===== config.mk =====
export PLATFORM = sky130hd
export DESIGN_NAME = coin_change_way_counter_unit
export DESIGN_NICKNAME = d
export VERILOG_FILES = /design/src/design/ccw_pkg.sv /design/src/design/ccw_ram.sv /design/src/design/coin_change_way_counter_unit.sv
export SDC_FILE = /design/constraint.sdc
export NUM_CORES = 2
export LEC_CHECK = 0
export CORE_AREA = 2 2 553 555
export CTS_CLUSTER_DIAMETER = 100
export DETAILED_ROUTE_END_ITERATION = 6
export DIE_AREA = 0 0 555 557
export DONT_BUFFER_PORTS = 1
export PLACE_DENSITY = 0.6
export SYNTH_ARGS = -nofsm -noshare
export SYNTH_HDL_FRONTEND = slang
export SYNTH_SLANG_ARGS = --single-unit

===== constraint.sdc =====
create_clock -name clk -period 17.4 [get_ports clk]
set_input_delay 1.74 -clock clk [delete_from_list [all_inputs] [get_ports clk]]
set_output_delay 1.74 -clock clk [all_outputs]
set_load 0.005 [all_outputs]

===== src/design/ccw_pkg.sv =====
// ----------------------------------------------------------------------------
// ccw_pkg
// shared types and constants of the coin change way counter
// ----------------------------------------------------------------------------
package ccw_pkg;

	localparam int SUM_W  = 6;
	localparam int COIN_W = 8;
	localparam int OUT_W  = 32;

	typedef enum logic [2:0] {
		ST_IDLE,
		ST_FOLD,
		ST_FLUSH,
		ST_READ,
		ST_DRAIN
	} ccw_state_t;

endpackage


===== src/design/ccw_ram.sv =====
// ----------------------------------------------------------------------------
// ccw_ram
// generic ram, one write port and two registered read ports
// ----------------------------------------------------------------------------
module ccw_ram #(
	parameter int WIDTH = 32,
	parameter int DEPTH = 64
) (
	input  logic                     clk,
	input  logic                     wr_en,
	input  logic [$clog2(DEPTH)-1:0] wr_addr,
	input  logic [WIDTH-1:0]         wr_data,
	input  logic                     rd_en,
	input  logic [$clog2(DEPTH)-1:0] rd_a_addr,
	input  logic [$clog2(DEPTH)-1:0] rd_b_addr,
	output logic [WIDTH-1:0]         rd_a_data,
	output logic [WIDTH-1:0]         rd_b_data
);

	logic [WIDTH-1:0] mem_q [DEPTH];

	always_ff @(posedge clk) begin
		if (wr_en) begin
			mem_q[wr_addr] <= wr_data;
		end
		if (rd_en) begin
			rd_a_data <= mem_q[rd_a_addr];
			rd_b_data <= mem_q[rd_b_addr];
		end
	end

endmodule


===== src/design/coin_change_way_counter_unit.sv =====
// ----------------------------------------------------------------------------
// coin_change_way_counter_unit
// counts unordered ways to form each sum 0..target from a set of coin values
// ----------------------------------------------------------------------------
// input channel (in_valid/in_ready): one coin word per job step, last_coin
// closes the set. output channel (out_valid/out_ready): one word per sum
// 0..target after the last coin, last_result on the word for the target.
// cfg_we/cfg_wdata write target_sum at once; write it only while idle.
// a nonzero coin c <= target is folded one table entry per cycle, sum c up to
// the target, through the two-read, one-write table memory, and a flush state
// then retires the last write before the next coin is taken.
// a zero coin or one above the target is taken without a fold.
// the readout issues one table read per cycle, so target + 1 words leave at
// one per cycle; a stalled receiver holds the output register and the readout
// waits behind it.
// a new coin is accepted while the final word still waits in the output
// register. the table is reset to one at sum zero and zero elsewhere by
// per-entry valid flags, cleared at reset and after each readout, so no
// clearing pass is needed. counts saturate at the counter maximum.
// ----------------------------------------------------------------------------
module coin_change_way_counter_unit
	import ccw_pkg::*;
#(
	parameter int MAX_SUM     = 63,
	parameter int COUNT_WIDTH = 32
) (
	input  logic              clk,
	input  logic              arst_n,
	input  logic              cfg_we,
	input  logic [SUM_W-1:0]  cfg_wdata,
	input  logic              in_valid,
	output logic              in_ready,
	input  logic [COIN_W-1:0] coin_value,
	input  logic              last_coin,
	output logic              out_valid,
	input  logic              out_ready,
	output logic [SUM_W-1:0]  sum_index,
	output logic [OUT_W-1:0]  way_count,
	output logic              last_result
);

	localparam int DEPTH = MAX_SUM + 1;
	localparam int AW    = $clog2(DEPTH);

	ccw_state_t state_q, state_d;

	logic [SUM_W-1:0]       target_q;
	logic [AW-1:0]          t_eff;
	logic [AW-1:0]          t_q;
	logic [AW-1:0]          coin_q;
	logic                   last_q;
	logic [AW-1:0]          j_q;
	logic [DEPTH-1:0]       valid_q;

	logic                   accept;
	logic                   fold_ok;
	logic                   rd_en;
	logic [AW-1:0]          rd_a_addr;
	logic [AW-1:0]          rd_b_addr;
	logic [COUNT_WIDTH-1:0] rd_a_data;
	logic [COUNT_WIDTH-1:0] rd_b_data;

	logic                   fold_s1;
	logic                   rd_vld_s1;
	logic [AW-1:0]          a_s1;
	logic [AW-1:0]          b_s1;
	logic                   vld_a_s1;
	logic                   vld_b_s1;

	logic                   wr_en;
	logic [COUNT_WIDTH-1:0] wr_data;
	logic                   wr_vld_q;
	logic [AW-1:0]          wr_addr_q;
	logic [COUNT_WIDTH-1:0] wr_data_q;

	logic [COUNT_WIDTH-1:0] a_val;
	logic [COUNT_WIDTH-1:0] b_val;
	logic [COUNT_WIDTH:0]   sum_wide;
	logic [63:0]            a_ext;
	logic                   load;
	logic                   issue;

	logic                   out_valid_q;
	logic [SUM_W-1:0]       sum_index_q;
	logic [OUT_W-1:0]       way_count_q;
	logic                   last_result_q;

	// effective target and coin checks
	always_comb begin
		if (target_q > SUM_W'(MAX_SUM)) begin
			t_eff = AW'(MAX_SUM);
		end else begin
			t_eff = target_q[AW-1:0];
		end
	end

	assign in_ready = (state_q == ST_IDLE);
	assign accept   = in_valid && in_ready;
	assign fold_ok  = (coin_value != '0) && (coin_value <= COIN_W'(t_eff));

	// readout handoff into the output register
	assign load  = rd_vld_s1 && (!out_valid_q || out_ready);
	assign issue = (state_q == ST_READ) && (!rd_vld_s1 || load);

	// next state
	always_comb begin
		state_d = state_q;
		unique case (state_q)
			ST_IDLE: begin
				if (accept) begin
					if (fold_ok) begin
						state_d = ST_FOLD;
					end else if (last_coin) begin
						state_d = ST_READ;
					end
				end
			end
			ST_FOLD: begin
				if (j_q == t_q) begin
					state_d = ST_FLUSH;
				end
			end
			ST_FLUSH: begin
				state_d = last_q ? ST_READ : ST_IDLE;
			end
			ST_READ: begin
				if (issue && (j_q == t_q)) begin
					state_d = ST_DRAIN;
				end
			end
			ST_DRAIN: begin
				if (!rd_vld_s1 || load) begin
					state_d = ST_IDLE;
				end
			end
			default: state_d = ST_IDLE;
		endcase
	end

	// memory read issue
	always_comb begin
		rd_en     = 1'b0;
		rd_a_addr = j_q;
		rd_b_addr = j_q - coin_q;
		unique case (state_q)
			ST_FOLD:  rd_en = 1'b1;
			ST_READ:  rd_en = issue;
			ST_IDLE,
			ST_FLUSH,
			ST_DRAIN: rd_en = 1'b0;
			default:  rd_en = 1'b0;
		endcase
	end

	ccw_ram #(
		.WIDTH (COUNT_WIDTH),
		.DEPTH (DEPTH)
	) u_table (
		.clk       (clk),
		.wr_en     (wr_en),
		.wr_addr   (a_s1),
		.wr_data   (wr_data),
		.rd_en     (rd_en),
		.rd_a_addr (rd_a_addr),
		.rd_b_addr (rd_b_addr),
		.rd_a_data (rd_a_data),
		.rd_b_data (rd_b_data)
	);

	// entries never written since clear read as one at sum zero, else zero
	always_comb begin
		if (vld_a_s1) begin
			a_val = rd_a_data;
		end else begin
			a_val = (a_s1 == '0) ? COUNT_WIDTH'(1) : '0;
		end
		priority if (wr_vld_q && (wr_addr_q == b_s1)) begin
			b_val = wr_data_q;
		end else if (vld_b_s1) begin
			b_val = rd_b_data;
		end else begin
			b_val = (b_s1 == '0) ? COUNT_WIDTH'(1) : '0;
		end
	end

	assign sum_wide = {1'b0, a_val} + {1'b0, b_val};
	assign wr_data  = sum_wide[COUNT_WIDTH] ? '1 : sum_wide[COUNT_WIDTH-1:0];
	assign wr_en    = fold_s1;
	assign a_ext    = 64'(a_val);

	always_ff @(posedge clk or negedge arst_n) begin
		if (!arst_n) begin
			state_q     <= ST_IDLE;
			target_q    <= '0;
			j_q         <= '0;
			valid_q     <= '0;
			fold_s1     <= 1'b0;
			rd_vld_s1   <= 1'b0;
			wr_vld_q    <= 1'b0;
			out_valid_q <= 1'b0;
			last_q      <= 1'b0;
		end else begin
			state_q  <= state_d;
			fold_s1  <= (state_q == ST_FOLD);
			wr_vld_q <= wr_en;
			if (cfg_we) begin
				target_q <= cfg_wdata;
			end
			if (accept) begin
				last_q <= last_coin;
				j_q    <= fold_ok ? coin_value[AW-1:0] : '0;
			end else if (state_q == ST_FOLD) begin
				j_q <= (j_q == t_q) ? '0 : j_q + AW'(1);
			end else if (issue) begin
				j_q <= j_q + AW'(1);
			end
			if (wr_en) begin
				valid_q[a_s1] <= 1'b1;
			end
			if (issue && (j_q == t_q)) begin
				valid_q <= '0;
			end
			if (issue) begin
				rd_vld_s1 <= 1'b1;
			end else if (load) begin
				rd_vld_s1 <= 1'b0;
			end
			if (load) begin
				out_valid_q <= 1'b1;
			end else if (out_ready) begin
				out_valid_q <= 1'b0;
			end
		end
	end

	always_ff @(posedge clk) begin
		if (accept) begin
			t_q    <= t_eff;
			coin_q <= coin_value[AW-1:0];
		end
		if (rd_en) begin
			a_s1     <= rd_a_addr;
			b_s1     <= rd_b_addr;
			vld_a_s1 <= valid_q[rd_a_addr];
			vld_b_s1 <= valid_q[rd_b_addr];
		end
		wr_addr_q <= a_s1;
		wr_data_q <= wr_data;
		if (load) begin
			sum_index_q   <= SUM_W'(a_s1);
			way_count_q   <= (a_ext > 64'h0000_0000_FFFF_FFFF) ? '1 : a_ext[OUT_W-1:0];
			last_result_q <= (a_s1 == t_q);
		end
	end

	assign out_valid   = out_valid_q;
	assign sum_index   = sum_index_q;
	assign way_count   = way_count_q;
	assign last_result = last_result_q;

endmodule


==> results.sh <==
export IMPL_htree_levels=4
export IMPL_die_w_um=555
export IMPL_hp_class="flop to flop"
export IMPL_synth_distinct_cells=66
export IMPL_path_cells="inv_1 > ha_4 > inv_2 > fa_4 > buf_12 > buf_12 > buf_4 > mux4_2 > mux4_2 > nor2b_1 > a211oi_1 > buf_4 > a21oi_1"
export IMPL_die_height_um=557
export IMPL_crit_path_max_incr_delay_ns=1.22
export IMPL_ctsHoldBuffers=0
export IMPL_antenna_found_initial=10
export IMPL_synth_edf_count=2177
export IMPL_drt_iter0_drc=7764
export IMPL_slew_headroom=0.0881
export IMPL_critPathCaptureType="flop"
export IMPL_dpl_cell_area_mm2=0.111
export IMPL_ys_ff_latch=2299
export IMPL_rsz0062_at_grt="false"
export IMPL_drt_wl_total_um=331000
export IMPL_core_area_mm2=0.304
export IMPL_critPathMaxFanout=85
export IMPL_drv_slew=0
export IMPL_first_pass_iters=5
export IMPL_fill_cells=26700
export IMPL_critPathRequiredTime_ns=18.03
export IMPL_synth_area_mm2=0.106
export IMPL_netlist_top_cells_count="edfxtp_1, mux4_2, nor2_1"
export IMPL_synthFlopType="edfxtp_1"
export IMPL_async_flop_share=0.0365
export IMPL_gp_congestion=0.855
export IMPL_rows=203
export IMPL_hold_viol_final=0
export IMPL_synth_area_per_cell_um2=21.0
export IMPL_tightest_slew_ns=1.36
export IMPL_cts_tree="built"
export IMPL_grt_use_total=0.211
export IMPL_holdWs_ns=0.461
export IMPL_setup_viol=0
export IMPL_path_clk_slew_ns=0.06
export IMPL_finalSetupTns_ns=0
export IMPL_cts_sinks=2299
export IMPL_final_core_util=0.390
export IMPL_via_per_inst=6.18
export IMPL_area_growth_pct=11.9
export IMPL_synth_top_cell_area_share=0.618
export IMPL_drive_above_1_share=0.366
export IMPL_worst_setup_path_type="flop to flop"
export IMPL_skew_ns=0.0546
export IMPL_stdcell_area_mm2=0.118
export IMPL_crit_slowest_cell="fa_4"
export IMPL_syn_num_nets=5111
export IMPL_numPortBuffers=0
export IMPL_ys_top_cells_by_area="edfxtp_1, mux4_2, dfrtp_1, nor2_1, mux2i_1"
export IMPL_cts_buffer_depth=4
export IMPL_maxCapViolCount=0
export IMPL_crit_path_start_kind="flop"
export IMPL_start_util=0.348
export IMPL_root_buffer="clkbuf_16"
export IMPL_grt_pass1_vias=57400
export IMPL_fmax_ghz=0.148
export IMPL_yosysWarnings=0
export IMPL_grt_pass1_wl_um=459000
export IMPL_ys_seq_area_frac=0.645
export IMPL_grt_max_degree=129
export IMPL_fin_nets=5110
export IMPL_arrival_ns=7.40
export IMPL_period_share=0.389
export IMPL_drtAntennaViolNets=0
export IMPL_netlist_top_cell_by_area="edfxtp_1"
export IMPL_die_area_mm2=0.309
export IMPL_cts_resized=0
export IMPL_pin_count=61
export IMPL_yosysMostFrequentCell="edfxtp_1"
export IMPL_dpl_hpwl_um=182000
export IMPL_clock_latency_ns=0.92
export IMPL_cts_setup_buffers=0
export IMPL_cts_inserted_buffers=231
export IMPL_drc_errors=0
export IMPL_overflow=0
export IMPL_status="completed"
export IMPL_syn_inst=5044
export IMPL_wl_per_cell_um=35.8
export IMPL_vias=57000
export IMPL_period_needed_ns=6.77
==> path summary, 6_finish.rpt <==
check / from / end / slack [ns] / cells after the start
worst min-delay path: target_q[4] / t_q[4] / 0.46 / 0
worst max-delay path: j_q[0] / u_table.rd_b_data[29] / 10.63 / 13
max in group asynchronous: arst_n / wr_vld_q / 16.71 / 0
worst min register to register: target_q[4] / t_q[4] / 0.46 / 0
min in group asynchronous: arst_n / state_q[0] / 0.54 / 0
worst max register to register: j_q[0] / u_table.rd_b_data[29] / 10.63 / 13
==> routing by layer <==
layer  GRT usage  up-vias  share of wire
met5           0        -              0
met4      0.0785        0          0.039
met3      0.0455      585          0.095
met2       0.354     3223           0.49
met1       0.270    31400           0.37
li1            -    21800              -
==> placed cells by master (no fill, tap or decap), drive strengths merged, types with 13 or more instances in the layout <==
| cell type | count |
|---|---|
| mux2i | 79 |
| a22oi | 44 |
| a211oi | 61 |
| nor2b | 67 |
| o21ai | 72 |
| mux4 | 1309 |
| ha | 45 |
| inv | 28 |
| nor2 | 241 |
| clkinv | 83 |
| nand4 | 16 |
| buf | 151 |
| bufinv | 19 |
| xnor2 | 28 |
| a21oi | 73 |
| clkbuf | 306 |
| dfxtp | 38 |
| a21o | 17 |
| edfxtp | 2177 |
| nand3 | 13 |
| xor2 | 17 |
| nand2 | 130 |
| and2 | 35 |
| dfrtp | 84 |
==> sequential cells by signal, indices dropped and copies added (netlist names), 3 cells and up <==
| name | cells |
|---|---|
| u_table.mem_q | 2048 |
| valid_q | 64 |
| u_table.rd_a_data | 32 |
| u_table.rd_b_data | 32 |
| way_count | 32 |
| wr_data_q | 32 |
| a_s1 | 6 |
| b_s1 | 6 |
| coin_q | 6 |
| j_q | 6 |
| sum_index | 6 |
| t_q | 6 |
| target_q | 6 |
| wr_addr_q | 6 |
| state_q | 3 |
==> worst max-delay path, delay by kind of cell (launching register included) <==
kind	cells	cell delay, ns
AO/OA/AOI/OAI	2	0.58
AND/OR/NAND/NOR	1	0.15
adder cells (fa/ha/maj)	2	1.37
flip-flops	1	0.71
multiplexers	2	1.08
buffers and inverters	6	2.35
==> area by class of cell <==
class | count | area, um^2 | area share
multi-input combinational | 2337 | 36500 | 0.308
timing repair buffer | 151 | 1280 | 0.0108
sequential | 2299 | 68300 | 0.576
antenna | 4 | 10.0 | 0.0000845
clock inverter | 116 | 1130 | 0.00952
inverter | 23 | 86.3 | 0.000729
clock buffer | 306 | 6250 | 0.0528
tap | 3997 | 5000 | 0.0422
==> kinds of logic (layout without fill, tap and decap cells) <==
logic type / Yosys count / count (layout) / synth area share
flops: 2299 / 2299 / 0.645
mux: 1392 / 1392 / 0.286
simple gates: 549 / 549 / 0.0236
buf+inv: 408 / 596 / 0.0175
compound gates: 304 / 304 / 0.0185
fa+ha+maj: 47 / 47 / 0.00570
xor+xnor: 45 / 45 / 0.00372
other cells: 0 / 4 / 0
==> stage by stage <==
step | cells | setup WS [ns]
final | 9233 | 10.63
after floorplan | 5044 | 10.77
after detailed placement | 8807 | 10.38
after global routing | 9231 | 10.14
after global placement | 8807 | 10.40
after CTS | 9229 | 10.44
Power is not shown: default switching activity piles up to over one toggle a cycle in this logic, so the estimate is an artifact.
